==> src/sv/frl_pkg.sv <==
// Package for the frame rate limiter: field widths, window depth, spacing constants,
// state codes and the ring index helper.
// No dependencies; frl_if, the core, frl_div and the testbench use it.
package frl_pkg;

   localparam int US_W         = 48;
   localparam int RATE_W       = 16;
   localparam int CSR_INDEX_W  = 2;
   localparam int WINDOW_DEPTH = 8;

   localparam longint unsigned SPAN_FULL = 64'd1000000;
   localparam longint unsigned SPAN_MIN  = 64'd900000;

   localparam int CNT_W      = $clog2(WINDOW_DEPTH + 1);
   localparam int IDX_W      = (WINDOW_DEPTH > 1) ? $clog2(WINDOW_DEPTH) : 1;
   localparam int FACTOR_W   = $clog2(WINDOW_DEPTH * SPAN_FULL + 1);
   localparam int DIVIDEND_W = FACTOR_W + RATE_W;
   localparam int STEP_W     = $clog2(DIVIDEND_W);

   localparam logic [CSR_INDEX_W-1:0] CSR_RATE_NUM = CSR_INDEX_W'(0);
   localparam logic [CSR_INDEX_W-1:0] CSR_RATE_DEN = CSR_INDEX_W'(1);

   localparam logic [RATE_W-1:0] RATE_NUM_RESET = RATE_W'(30);
   localparam logic [RATE_W-1:0] RATE_DEN_RESET = RATE_W'(1);

   typedef enum logic [5:0] {
      ST_IDLE   = 6'b000001,
      ST_CHECK  = 6'b000010,
      ST_MUL    = 6'b000100,
      ST_DIV    = 6'b001000,
      ST_PICK   = 6'b010000,
      ST_FINISH = 6'b100000
   } state_type;

   function automatic logic [IDX_W-1:0] ring_wrap(input logic [CNT_W:0] pos);
      logic [CNT_W:0] wrapped;
      wrapped = pos;
      if (pos >= (CNT_W + 1)'(WINDOW_DEPTH)) begin
         wrapped = pos - (CNT_W + 1)'(WINDOW_DEPTH);
      end
      return wrapped[IDX_W-1:0];
   endfunction

endpackage

==> src/sv/frl_if.sv <==
// Channel interfaces of the frame rate limiter: frame request, decision response
// and register write. Depends on frl_pkg for the field widths.
interface frl_req_if;
   logic                      valid;
   logic                      ready;
   logic [frl_pkg::US_W-1:0]  now_us;
   modport source (output valid, output now_us, input ready);
   modport sink   (input valid, input now_us, output ready);
endinterface

interface frl_rsp_if;
   logic                      valid;
   logic                      ready;
   logic                      deliver;
   logic [frl_pkg::US_W-1:0]  next_allowed_us;
   modport source (output valid, output deliver, output next_allowed_us, input ready);
   modport sink   (input valid, input deliver, input next_allowed_us, output ready);
endinterface

interface frl_csr_if;
   logic                             valid;
   logic                             ready;
   logic [frl_pkg::CSR_INDEX_W-1:0]  index;
   logic [frl_pkg::RATE_W-1:0]       data;
   modport source (output valid, output index, output data, input ready);
   modport sink   (input valid, input index, input data, output ready);
endinterface

==> src/sv/frame_rate_limiter_core.sv <==
// Top level of the frame rate limiter: decision sequencer, pass-time ring and spacing.
// Depends on frl_pkg, frl_if, frl_ram and frl_div.
//
// Each request beat carries one frame arrival time in microseconds; each request
// produces exactly one response beat with the pass/drop decision and the stored
// next-allowed time after that frame. One frame is in work at a time.
// A dropped frame goes from the check state straight to the finish state, which
// loads the response register. A passed frame goes through the check, mul, div,
// pick and finish states: in the div state a bit-serial divider produces one
// quotient bit per cycle for both spacings at once. The next request is
// accepted in the idle state that follows the loading of the response
// register, even if the receiver has not taken it yet; a stalled receiver
// holds a finished response in the finish state.
// The register port takes a write every cycle; the user must write the rate registers
// only while no frame is in work, which the block does not enforce. Reset empties the
// window, zeroes the next-allowed time and restores a rate of 30 over 1.
module frame_rate_limiter_core (
   input  logic       clock,
   input  logic       reset,
   frl_req_if.sink    req_bus,
   frl_rsp_if.source  rsp_bus,
   frl_csr_if.sink    csr_bus
);
   import frl_pkg::*;

   localparam logic [FACTOR_W-1:0]   SPAN_FULL_F = FACTOR_W'(SPAN_FULL);
   localparam logic [DIVIDEND_W-1:0] SPAN_MIN_D  = DIVIDEND_W'(SPAN_MIN);

   state_type             state_ff, state_in;
   logic [RATE_W-1:0]     num_ff, den_ff;
   logic [US_W-1:0]       now_ff;
   logic                  pass_ff;
   logic [FACTOR_W-1:0]   factor_ff;
   logic [US_W-1:0]       base_ff, cand_ff, earl_ff;
   logic [US_W-1:0]       next_time_ff;
   logic [IDX_W-1:0]      head_ff;
   logic [CNT_W-1:0]      count_ff;
   logic                  rsp_valid_ff;
   logic                  rsp_deliver_ff;
   logic [US_W-1:0]       rsp_next_ff;
   logic                  rsp_load;
   logic                  ram_we;
   logic [IDX_W-1:0]      ram_waddr;
   logic [US_W-1:0]       ram_rdata;
   logic                  window_full;
   logic                  div_start, div_done;
   logic [DIVIDEND_W-1:0] dividend_full, dividend_min, quot_full, quot_min;
   logic [RATE_W-1:0]     divisor;

   assign csr_bus.ready = 1'b1;
   assign req_bus.ready = (state_ff == ST_IDLE);

   always_ff @(posedge clock) begin
      if (reset) begin
         num_ff <= RATE_NUM_RESET;
         den_ff <= RATE_DEN_RESET;
      end else if (csr_bus.valid) begin
         unique case (csr_bus.index)
            CSR_RATE_NUM: num_ff <= csr_bus.data;
            CSR_RATE_DEN: den_ff <= csr_bus.data;
            default: begin
            end
         endcase
      end
   end

   assign window_full   = (count_ff >= CNT_W'(WINDOW_DEPTH));
   assign divisor       = (num_ff == '0) ? RATE_W'(1) : num_ff;
   assign dividend_full = {{RATE_W{1'b0}}, factor_ff} * {{FACTOR_W{1'b0}}, den_ff};
   assign dividend_min  = SPAN_MIN_D * {{FACTOR_W{1'b0}}, den_ff};
   assign div_start     = (state_ff == ST_MUL);
   assign ram_we        = (state_ff == ST_PICK);
   assign ram_waddr     = window_full ? head_ff
                        : ring_wrap((CNT_W + 1)'(head_ff) + (CNT_W + 1)'(count_ff));
   assign rsp_load      = (state_ff == ST_FINISH) && (!rsp_valid_ff || rsp_bus.ready);

   frl_ram #(.WIDTH(US_W), .DEPTH(WINDOW_DEPTH)) u_ring (
      .clock (clock),
      .we    (ram_we),
      .waddr (ram_waddr),
      .wdata (now_ff),
      .raddr (head_ff),
      .rdata (ram_rdata)
   );

   frl_div u_div (
      .clock         (clock),
      .reset         (reset),
      .start         (div_start),
      .dividend_full (dividend_full),
      .dividend_min  (dividend_min),
      .divisor       (divisor),
      .done          (div_done),
      .quot_full     (quot_full),
      .quot_min      (quot_min)
   );

   always_comb begin
      state_in = state_ff;
      unique case (state_ff)
         ST_IDLE:   if (req_bus.valid) state_in = ST_CHECK;
         ST_CHECK:  state_in = ((count_ff == '0) || (now_ff >= next_time_ff)) ? ST_MUL
                                                                           : ST_FINISH;
         ST_MUL:    state_in = ST_DIV;
         ST_DIV:    if (div_done) state_in = ST_PICK;
         ST_PICK:   state_in = ST_FINISH;
         ST_FINISH: if (rsp_load) state_in = ST_IDLE;
         default:   state_in = ST_IDLE;
      endcase
   end

   always_ff @(posedge clock) begin
      if (reset) begin
         state_ff     <= ST_IDLE;
         next_time_ff <= '0;
         head_ff      <= '0;
         count_ff     <= '0;
         rsp_valid_ff <= 1'b0;
      end else begin
         state_ff <= state_in;
         if (ram_we) begin
            next_time_ff <= (earl_ff >= cand_ff) ? earl_ff : cand_ff;
            if (window_full) begin
               head_ff <= ring_wrap((CNT_W + 1)'(head_ff) + (CNT_W + 1)'(1));
            end else begin
               count_ff <= count_ff + CNT_W'(1);
            end
         end
         if (rsp_load) begin
            rsp_valid_ff <= 1'b1;
         end else if (rsp_bus.ready) begin
            rsp_valid_ff <= 1'b0;
         end
      end
   end

   always_ff @(posedge clock) begin
      if (req_bus.valid && req_bus.ready) begin
         now_ff <= req_bus.now_us;
      end
      if (state_ff == ST_CHECK) begin
         pass_ff   <= (count_ff == '0) || (now_ff >= next_time_ff);
         factor_ff <= FACTOR_W'({{(FACTOR_W - CNT_W){1'b0}}, count_ff} * SPAN_FULL_F);
      end
      if (state_ff == ST_MUL) begin
         base_ff <= (count_ff == '0) ? now_ff : ram_rdata;
      end
      if ((state_ff == ST_DIV) && div_done) begin
         cand_ff <= base_ff + {{(US_W - DIVIDEND_W){1'b0}}, quot_full};
         earl_ff <= now_ff + {{(US_W - DIVIDEND_W){1'b0}}, quot_min};
      end
      if (rsp_load) begin
         rsp_deliver_ff <= pass_ff;
         rsp_next_ff    <= (state_ff == ST_FINISH) ? next_time_ff : rsp_next_ff;
      end
   end

   assign rsp_bus.valid           = rsp_valid_ff;
   assign rsp_bus.deliver         = rsp_deliver_ff;
   assign rsp_bus.next_allowed_us = rsp_next_ff;

   a_state_onehot: assert property (@(posedge clock) disable iff (reset)
      $onehot(state_ff)) else $error("state register not one-hot");
   a_count_bounded: assert property (@(posedge clock) disable iff (reset)
      count_ff <= CNT_W'(WINDOW_DEPTH)) else $error("window count overflow");
   a_drop_needs_window: assert property (@(posedge clock) disable iff (reset)
      rsp_valid_ff && !rsp_deliver_ff |-> count_ff != '0)
      else $error("frame dropped with an empty window");
   a_head_moves_when_full: assert property (@(posedge clock) disable iff (reset)
      ram_we && !window_full |=> $stable(head_ff)) else $error("head moved while filling");
endmodule

==> src/sv/frl_ram.sv <==
// Generic single-write, single-read RAM with registered read data.
// No dependencies.
module frl_ram #(
   parameter int WIDTH = 8,
   parameter int DEPTH = 8
) (
   input  logic                                   clock,
   input  logic                                   we,
   input  logic [((DEPTH > 1) ? $clog2(DEPTH) : 1)-1:0] waddr,
   input  logic [WIDTH-1:0]                       wdata,
   input  logic [((DEPTH > 1) ? $clog2(DEPTH) : 1)-1:0] raddr,
   output logic [WIDTH-1:0]                       rdata
);
   logic [WIDTH-1:0] mem [DEPTH];
   logic [WIDTH-1:0] rdata_ff;

   always_ff @(posedge clock) begin
      if (we) begin
         mem[waddr] <= wdata;
      end
      rdata_ff <= mem[raddr];
   end

   assign rdata = rdata_ff;
endmodule

==> src/sv/frl_div.sv <==
// Two-lane bit-serial restoring divider sharing one divisor, one quotient bit per cycle.
// Depends on frl_pkg for the dividend width and step counter width.
module frl_div (
   input  logic                             clock,
   input  logic                             reset,
   input  logic                             start,
   input  logic [frl_pkg::DIVIDEND_W-1:0]   dividend_full,
   input  logic [frl_pkg::DIVIDEND_W-1:0]   dividend_min,
   input  logic [frl_pkg::RATE_W-1:0]       divisor,
   output logic                             done,
   output logic [frl_pkg::DIVIDEND_W-1:0]   quot_full,
   output logic [frl_pkg::DIVIDEND_W-1:0]   quot_min
);
   import frl_pkg::*;

   logic                  busy_ff, busy_in;
   logic                  done_ff, done_in;
   logic [STEP_W-1:0]     step_ff, step_in;
   logic [RATE_W-1:0]     divisor_ff, divisor_in;
   logic [DIVIDEND_W-1:0] acc_full_ff, acc_full_in;
   logic [DIVIDEND_W-1:0] acc_min_ff, acc_min_in;
   logic [RATE_W-1:0]     rem_full_ff, rem_full_in;
   logic [RATE_W-1:0]     rem_min_ff, rem_min_in;
   logic [RATE_W:0]       shift_full, shift_min;
   logic                  ge_full, ge_min;

   assign shift_full = {rem_full_ff, acc_full_ff[DIVIDEND_W-1]};
   assign shift_min  = {rem_min_ff, acc_min_ff[DIVIDEND_W-1]};
   assign ge_full    = shift_full >= {1'b0, divisor_ff};
   assign ge_min     = shift_min >= {1'b0, divisor_ff};

   always_comb begin
      busy_in     = busy_ff;
      done_in     = 1'b0;
      step_in     = step_ff;
      divisor_in  = divisor_ff;
      acc_full_in = acc_full_ff;
      acc_min_in  = acc_min_ff;
      rem_full_in = rem_full_ff;
      rem_min_in  = rem_min_ff;
      if (start) begin
         busy_in     = 1'b1;
         step_in     = STEP_W'(DIVIDEND_W - 1);
         divisor_in  = divisor;
         acc_full_in = dividend_full;
         acc_min_in  = dividend_min;
         rem_full_in = '0;
         rem_min_in  = '0;
      end else if (busy_ff) begin
         acc_full_in = {acc_full_ff[DIVIDEND_W-2:0], ge_full};
         acc_min_in  = {acc_min_ff[DIVIDEND_W-2:0], ge_min};
         rem_full_in = ge_full ? RATE_W'(shift_full - {1'b0, divisor_ff})
                               : shift_full[RATE_W-1:0];
         rem_min_in  = ge_min ? RATE_W'(shift_min - {1'b0, divisor_ff})
                              : shift_min[RATE_W-1:0];
         step_in     = step_ff - STEP_W'(1);
         if (step_ff == '0) begin
            busy_in = 1'b0;
            done_in = 1'b1;
         end
      end
   end

   always_ff @(posedge clock) begin
      if (reset) begin
         busy_ff <= 1'b0;
         done_ff <= 1'b0;
      end else begin
         busy_ff <= busy_in;
         done_ff <= done_in;
      end
      step_ff     <= step_in;
      divisor_ff  <= divisor_in;
      acc_full_ff <= acc_full_in;
      acc_min_ff  <= acc_min_in;
      rem_full_ff <= rem_full_in;
      rem_min_ff  <= rem_min_in;
   end

   assign done      = done_ff;
   assign quot_full = acc_full_ff;
   assign quot_min  = acc_min_ff;

   a_rem_full_below: assert property (@(posedge clock) disable iff (reset)
      busy_ff |-> rem_full_ff < divisor_ff) else $error("full remainder out of range");
   a_rem_min_below: assert property (@(posedge clock) disable iff (reset)
      busy_ff |-> rem_min_ff < divisor_ff) else $error("min remainder out of range");
   a_done_after_busy: assert property (@(posedge clock) disable iff (reset)
      done_ff |-> $past(busy_ff) && !busy_ff) else $error("done without a division");
endmodule

==> src/flat_wrapper.sv <==
// flat-port wrapper written by rule: the top's interface ports become plain ports
module frame_rate_limiter_core_flat import frl_pkg::*;
  (clock, reset, req_bus_valid, req_bus_now_us, req_bus_ready, rsp_bus_valid, rsp_bus_deliver, rsp_bus_next_allowed_us, rsp_bus_ready, csr_bus_valid, csr_bus_index, csr_bus_data, csr_bus_ready);
  frl_req_if req_bus_i ();
  frl_rsp_if rsp_bus_i ();
  frl_csr_if csr_bus_i ();
  input  logic clock;
  input  logic reset;
  input wire logic [$bits(req_bus_i.valid)-1:0] req_bus_valid;
  input wire logic [$bits(req_bus_i.now_us)-1:0] req_bus_now_us;
  output wire logic [$bits(req_bus_i.ready)-1:0] req_bus_ready;
  output wire logic [$bits(rsp_bus_i.valid)-1:0] rsp_bus_valid;
  output wire logic [$bits(rsp_bus_i.deliver)-1:0] rsp_bus_deliver;
  output wire logic [$bits(rsp_bus_i.next_allowed_us)-1:0] rsp_bus_next_allowed_us;
  input wire logic [$bits(rsp_bus_i.ready)-1:0] rsp_bus_ready;
  input wire logic [$bits(csr_bus_i.valid)-1:0] csr_bus_valid;
  input wire logic [$bits(csr_bus_i.index)-1:0] csr_bus_index;
  input wire logic [$bits(csr_bus_i.data)-1:0] csr_bus_data;
  output wire logic [$bits(csr_bus_i.ready)-1:0] csr_bus_ready;
  assign req_bus_i.valid = req_bus_valid;
  assign req_bus_i.now_us = req_bus_now_us;
  assign req_bus_ready = req_bus_i.ready;
  assign rsp_bus_valid = rsp_bus_i.valid;
  assign rsp_bus_deliver = rsp_bus_i.deliver;
  assign rsp_bus_next_allowed_us = rsp_bus_i.next_allowed_us;
  assign rsp_bus_i.ready = rsp_bus_ready;
  assign csr_bus_i.valid = csr_bus_valid;
  assign csr_bus_i.index = csr_bus_index;
  assign csr_bus_i.data = csr_bus_data;
  assign csr_bus_ready = csr_bus_i.ready;
  frame_rate_limiter_core u_core (.clock(clock), .reset(reset), .req_bus(req_bus_i), .rsp_bus(rsp_bus_i), .csr_bus(csr_bus_i));
endmodule
==> config.mk <==
export PLATFORM = sky130hd
export DESIGN_NAME = frame_rate_limiter_core_flat
export DESIGN_NICKNAME = d
export VERILOG_FILES = /design/src/sv/frl_pkg.sv /design/src/sv/frl_if.sv /design/src/sv/frame_rate_limiter_core.sv /design/src/sv/frl_ram.sv /design/src/sv/frl_div.sv /design/src/flat_wrapper.sv
export SDC_FILE = /design/constraint.sdc
export NUM_CORES = 2
export LEC_CHECK = 0
export ABC_AREA = 1
export BUFFER_PORTS_ARGS = -buffer_cell sky130_fd_sc_hd__buf_2
export CAP_MARGIN = 20
export CORE_MARGIN = 5
export CORE_UTILIZATION = 36
export DETAILED_ROUTE_END_ITERATION = 10
export PLACE_DENSITY = 0.49
export SLEW_MARGIN = 20
export SYNTH_ARGS = -nofsm -noshare
export SYNTH_HDL_FRONTEND = slang
export SYNTH_HIERARCHICAL = 1
export SYNTH_SLANG_ARGS = --single-unit
==> constraint.sdc <==
create_clock -name clock -period 13.29 [get_ports clock]
set_clock_uncertainty 0.1 [all_clocks]
set_input_delay 1.9935 -clock clock [delete_from_list [all_inputs] [get_ports clock]]
set_output_delay 1.9935 -clock clock [all_outputs]
set_load 0.05 [all_outputs]
## Word-level counts from Yosys, hierarchy flattened

Memories as Yosys holds them, arrays and structs flattened. A register that Yosys moved wholly into a read port is not among the register bits.
Index checks and enable logic that the tools add are counted.

- Add/subtract/negate cells: 10
- $mul: 3
- Order comparisons: 7
- Equality and inequality tests: 10
- Muxes and demuxes: 24
- Bitwise logic cells: 2
- Reductions and logical operators: 19

Operators by type and width:

| operator | number |
|---|---|
| $add 48x39->48 | 2 |
| $ge 48x48->1 | 2 |
| $mux 48 | 2 |
| $mux 39 | 2 |
| $mux 36 | 2 |
| $pmux 6 s6 | 1 |
| $ge 17x16->1 | 2 |
| $mul 17x16->33 | 1 |
| $mux 16 | 2 |
| $sub 16x16->16 | 2 |
| $mul 15x16->31 const A | 1 |
| $mux 6 | 4 |
| $mul 4x14->17 const B | 1 |
| $logic_not 16->1 | 1 |
| $reduce_and 2->1 | 5 |
| $mux 3 | 3 |
| $ge 4x4->1 const B | 2 |
| $mux 1 | 8 |
| $eq 6x1->1 const B | 1 |
| $eq 6x2->1 const B | 1 |
| $eq 6x3->1 const B | 1 |
| $eq 6x4->1 const B | 1 |
| $eq 6x5->1 const B | 1 |
| $eq 6x6->1 const B | 1 |
| 19 further kinds | 26 |

- Bits in registers: 487
- Bits in writable memories: 384
- Input port bits: 71
- Output and inout bits: 52
- Memories kept: 1

Memories:

| memory | depth | width | read ports | clocked after memory_dff | write ports | RTL line | RTL |
|---|---|---|---|---|---|---|---|
| u_core.u_ring.mem | 8 | 48 | 1 | 1 | 1 | frl_ram.sv:14 | `logic [WIDTH-1:0] mem [DEPTH];` |

## Longest topological paths before layout

- Depth in word-level cells: 5
- Mapped depth: 28
- Gate-level depth less buffers: 26

## By module

The synthesis kept the hierarchy.

By module, submodules not included:

| module | instances | cells an instance | area an instance (um2) | sequential area each (um2) |
|---|---|---|---|---|
| frame_rate_limiter_core | 1 | 4293 | 36028.3 | 9599.2 |
| frl_ram | 1 | 1725 | 17670.7 | 12492.0 |
| frl_div | 1 | 1009 | 7678.6 | 3623.5 |

## Least setup slack after synthesis

Ideal clock, no wire load.

- Kind: register to register
- Start: reg u_core.state_ff[5]
- End: reg u_core.u_div.acc_full_ff[0], in the netlist u_core/u_div/quot_full[0], enable pin
- Setup time: 432 ps
- Data arrival time: 10126 ps
- Required time: 12758 ps
- Path slack: 2632 ps
- Cell stages (with the launch flop): 6
- Period minus slack after synthesis: 10658 ps
- Path through: dfxtp_1 -> nor2_1 -> inv_1 -> nor4_1 -> nor2_1 -> inv_1

- Cells in the longest elaborated chain, start to end: 2

RTL lines:

| what | RTL line | RTL |
|---|---|---|
| start, declared | frame_rate_limiter_core.sv:29 | `state_type state_ff, state_in;` |
| start signal, assigned | frame_rate_limiter_core.sv:120 | `state_ff <= state_in;` |
| $eq 6x3->1 | frame_rate_limiter_core.sv:71 | `assign div_start = (state_ff == ST_MUL);` |
| via u_core.div_start | frame_rate_limiter_core.sv:46 | `logic div_start, div_done;` |
| $reduce_bool 2->1 (no source line) | n/a |  |
| end signal, assigned | frl_div.sv:74 | `acc_full_ff <= acc_full_in;` |
| end, declared | frl_div.sv:20 | `logic [DIVIDEND_W-1:0] acc_full_ff, acc_full_in;` |

The timed path passes the listed nets, and every way through them passes these cells.
A chain may end at the register's enable or synchronous reset.

## Worst setup path after layout

- Start: reg u_core.den_ff[13]
- End: reg u_core.u_div.acc_full_ff[35], in the netlist u_core/u_div/quot_full[35] (data pin)

- Cells in the longest elaborated chain, start to end: 2

RTL lines:

| what | RTL line | RTL |
|---|---|---|
| start, declared | frame_rate_limiter_core.sv:30 | `logic [RATE_W-1:0] num_ff, den_ff;` |
| start signal, assigned | frame_rate_limiter_core.sv:60 | `CSR_RATE_DEN: den_ff <= csr_bus.data;` |
| $mul 17x16->33 | frame_rate_limiter_core.sv:69 | `assign dividend_full = {{RATE_W{1'b0}}, factor_ff} * {{FACTOR_W{1'b0}}, den_ff};` |
| via u_core.dividend_full[35] | frame_rate_limiter_core.sv:47 | `logic [DIVIDEND_W-1:0] dividend_full, dividend_min, quot_full, quot_min;` |
| $mux 39 | frl_div.sv:41 | `if (start) begin` |
| via u_core.u_div.acc_full_in[35] | frl_div.sv:20 |  |

The timed path passes the listed nets, and every way through them passes these cells.

==> reports/results.ini <==
[clock_network]
cts_hold_buffers=0
cts_buffer_depth=3
cts_root_buf=clkbuf_16
tritoncts=yes
cts.sinks=917
cts_htree_levels=3
cts_buffers=107
post_cts_resized=0
cts_setup_buffers=0
path_clk_slew_ps=60
clk_latency_ps=740

[global_routing]
grt_usage_pct=21.7
antenna_found_initial=4
grt_pass1_wl_mm=293
gr-total-overflow=0
grt_start_max_net_pins=162
grt_pass1_vias=45200

[synthesis]
synthTopCellsByArea=edfxtp_1 (36%), nand2_1 (12%), fa_1 (11%), ha_1 (9.1%), inv_1 (8.7%)
syn_avg_cell_area_um2=8.73
synth-seq-cells=917
synthesis.area_um2=61400
ys_types=49
synth.top_cell.area_share_pct=36.0
syn_inst=7027
synth_edf_count=735
synth_flop_cell=edfxtp_1
synth_warnings=6
synth.largest_area_cell=edfxtp_1
seq_area_frac_synth_pct=41.9
ys_async_sr_fraction_pct=0

[run]
cap_violations=0

[critical_path]
critical_path_class=register to register
start_kind=register
cp_cell_sequence=nand2_1 > inv_1 > fa_1 > fa_1 > fa_1 > fa_1 > fa_1 > inv_1 > fa_1 > inv_1 > ha_1 > nand2_1 > nor4_1 > nand4_1 > nand3_1 > nand3_1 > nand3_1 > xor2_1 > nand2_1 > nand2_1
worstPathArrival_ps=7070
crit_path_end_kind=register
path_common_cell=fa_1
timing.rr.start=u_core/den_ff[13]$_SDFFE_PP0P_
crit_start=u_core/den_ff[13]$_SDFFE_PP0P_
critPathTopFamily=adder cells
slowest_delay_ps=1050
worstPathMaxFanout=23
cpMaxStageDelayCell=dfxtp_1
crit_required_ps=13780
path_buf_inv=3

[route]
first_pass_iters=5
vias=46000
vias_per_cell=4.89
drc_errors=0
wl_mm=196
wl_per_cell_um=20.8
postRouteAntennaNets=0
drt_iter0_markers=3642

[sta]
slew_violations=0
fmax_ghz=0.152
slew_headroom_pct=25.4
setup_viol=0
fin_crit_ps=6580
worst_slew_pin_slew_ps=1110
rsz0062_at_grt=no
fin_setup_tns_ps=0
hold_viol_final=0
finalCritPeriodShare_pct=49.5

[placement]
place_congestion=0.930
hpwlAfterDp_mm=145
placed_cells=9207
portBuffers=121

[floorplan]
die_width_um=423
initial_core_util_pct=36.2
dieHeight_um=423
core_area_um2=169000
die_area_um2=179000
ioPinCount=123
rows=151

[pwr]
power.leakage_nw=32.4
powerDensity_nw_per_um2=127
p_total_w=0.00864
vdd_drop_max_mv=0.105

[layout]
drive_above_1_share_pct=6.30
diodes=0
nets=7951
syn2layout_area_growth_pct=11.0
fill_cells=17000
finalNonFillerCells=9410
fin_util_pct=40.2

[hold_path]
worstHoldPathType=register to register
min_from=u_core/pass_ff$_DFFE_PP_

[outcome]
status=complete, no violations

## sequential cells by signal, indices dropped and copies added, names as in the netlist, 39 cells and up
register,count
u_core/now_ff,48
u_core/base_ff,48
u_core/cand_ff,48
u_core/u_div/quot_min,39
u_core/next_time_ff,48
u_core/earl_ff,48
u_core/u_ring/mem,384
u_core/rsp_bus.next_allowed_us,48
u_core/u_ring/rdata,48
u_core/u_div/quot_full,39
## worst paths after layout
kind	cells after the start	endpoint	slack (ps)
worst min register to register	0	u_core/rsp_bus.deliver$_DFFE_PP_	330
worst min-delay path	0	u_core/rsp_bus.deliver$_DFFE_PP_	330
worst max register to register	20	u_core/u_div/quot_full[35]$_DFFE_PP_	6710
worst max-delay path	20	u_core/u_div/quot_full[35]$_DFFE_PP_	6710
## report_power, final
| part | leakage, nW | internal (W) | switching [W] | total (W) |
|---|---|---|---|---|
| clock | 1.81 | 0.00181 | 0.00128 | 0.00309 |
| combinational | 22.4 | 0.000829 | 0.00146 | 0.00229 |
| sequential | 8.14 | 0.00317 | 0.0000909 | 0.00326 |
| total | 32.4 | 0.00580 | 0.00283 | 0.00864 |
## cell usage after synthesis, types with 6 or more instances
master and instances:
nand2_1 1935, xor2_1 106, dfxtp_1 182, nor4_1 20, nand3_1 410, o211ai_1 6
clkbuf_1 139, buf_2 69, inv_1 1425, xnor2_1 64, o21bai_1 31, o21ai_0 161
fa_1 334, nand3b_1 27, a21o_1 23, a21oi_1 293, inv_2 7, edfxtp_1 735
ha_1 448, buf_4 9, o21ai_1 9, nand4_1 85, a21boi_0 6, nor3_1 46
nor2_1 315, mux2_2 39, buf_1 9, a31oi_1 47
## metal layers
layer / vias to the layer above / global-route usage (%) / share of wire [%]
li1: 22400 / - / -
met1: 22200 / 31.0 / 47
met2: 1179 / 34.8 / 45
met3: 183 / 2.67 / 5.2
met4: 2 / 5.82 / 2.5
met5: - / 0 / 0.0036
## worst reg2reg max path: stages, from the launching register on
cell and delay (ps):
dfxtp_1 1050, nand2_1 110, inv_1 110, fa_1 440
fa_1 530, fa_1 530, fa_1 520, fa_1 570
inv_1 60, fa_1 540, inv_1 50, ha_1 370
nand2_1 170, nor4_1 420, nand4_1 150, nand3_1 180
nand3_1 100, nand3_1 90, xor2_1 160, nand2_1 70
nand2_1 100
## cells by family (layout without fill, tap and decap cells)
family                     after synthesis  in the layout  share of synthesized area, %
xor gates and xnor gates               170            170                          2.43
and+or+nand+nor                       2860           2860                          19.2
other                                    2             15                        0.0122
buffers and inverters                 1662           1814                          10.4
muxes                                   39             39                         0.716
adders and majority gates              782            782                          20.0
DFF                                    917            917                          41.9
AOI/OAI and AO/OA                      595            595                          5.31
## layout make-up
type | count | area [um^2] | area share (%)
Sequential cell | 917 | 25700 | 37.8
Multi-Input combinational cell | 4461 | 29500 | 43.2
Clock inverter | 68 | 746 | 1.09
Clock buffer | 135 | 3000 | 4.41
Tap cell | 2218 | 2780 | 4.07
Inverter | 1432 | 5380 | 7.90
Timing Repair Buffer | 179 | 1050 | 1.55
## per-stage QoR
step	setup slack [ps]	cell area, um^2	hold WS (ps)
finish	6710	68100	334
floorplan	2630	61400	300
global placement	6640	64400	309
CTS	6520	68100	342
detailed placement	6540	64400	305
global route	6250	68100	340
## placed cells by master (no fill, tap or decap), types with 64 or more instances in the layout
cell type,count
nand2_1,1933
nand4_1,85
nor2_1,302
a21oi_1,293
xor2_1,106
xnor2_1,64
nand3_1,409
dfxtp_1,174
edfxtp_1,735
ha_1,448
o21ai_0,160
buf_2,121
clkbuf_16,111
fa_1,334
inv_1,1422
(Power assumes the default switching activity.)
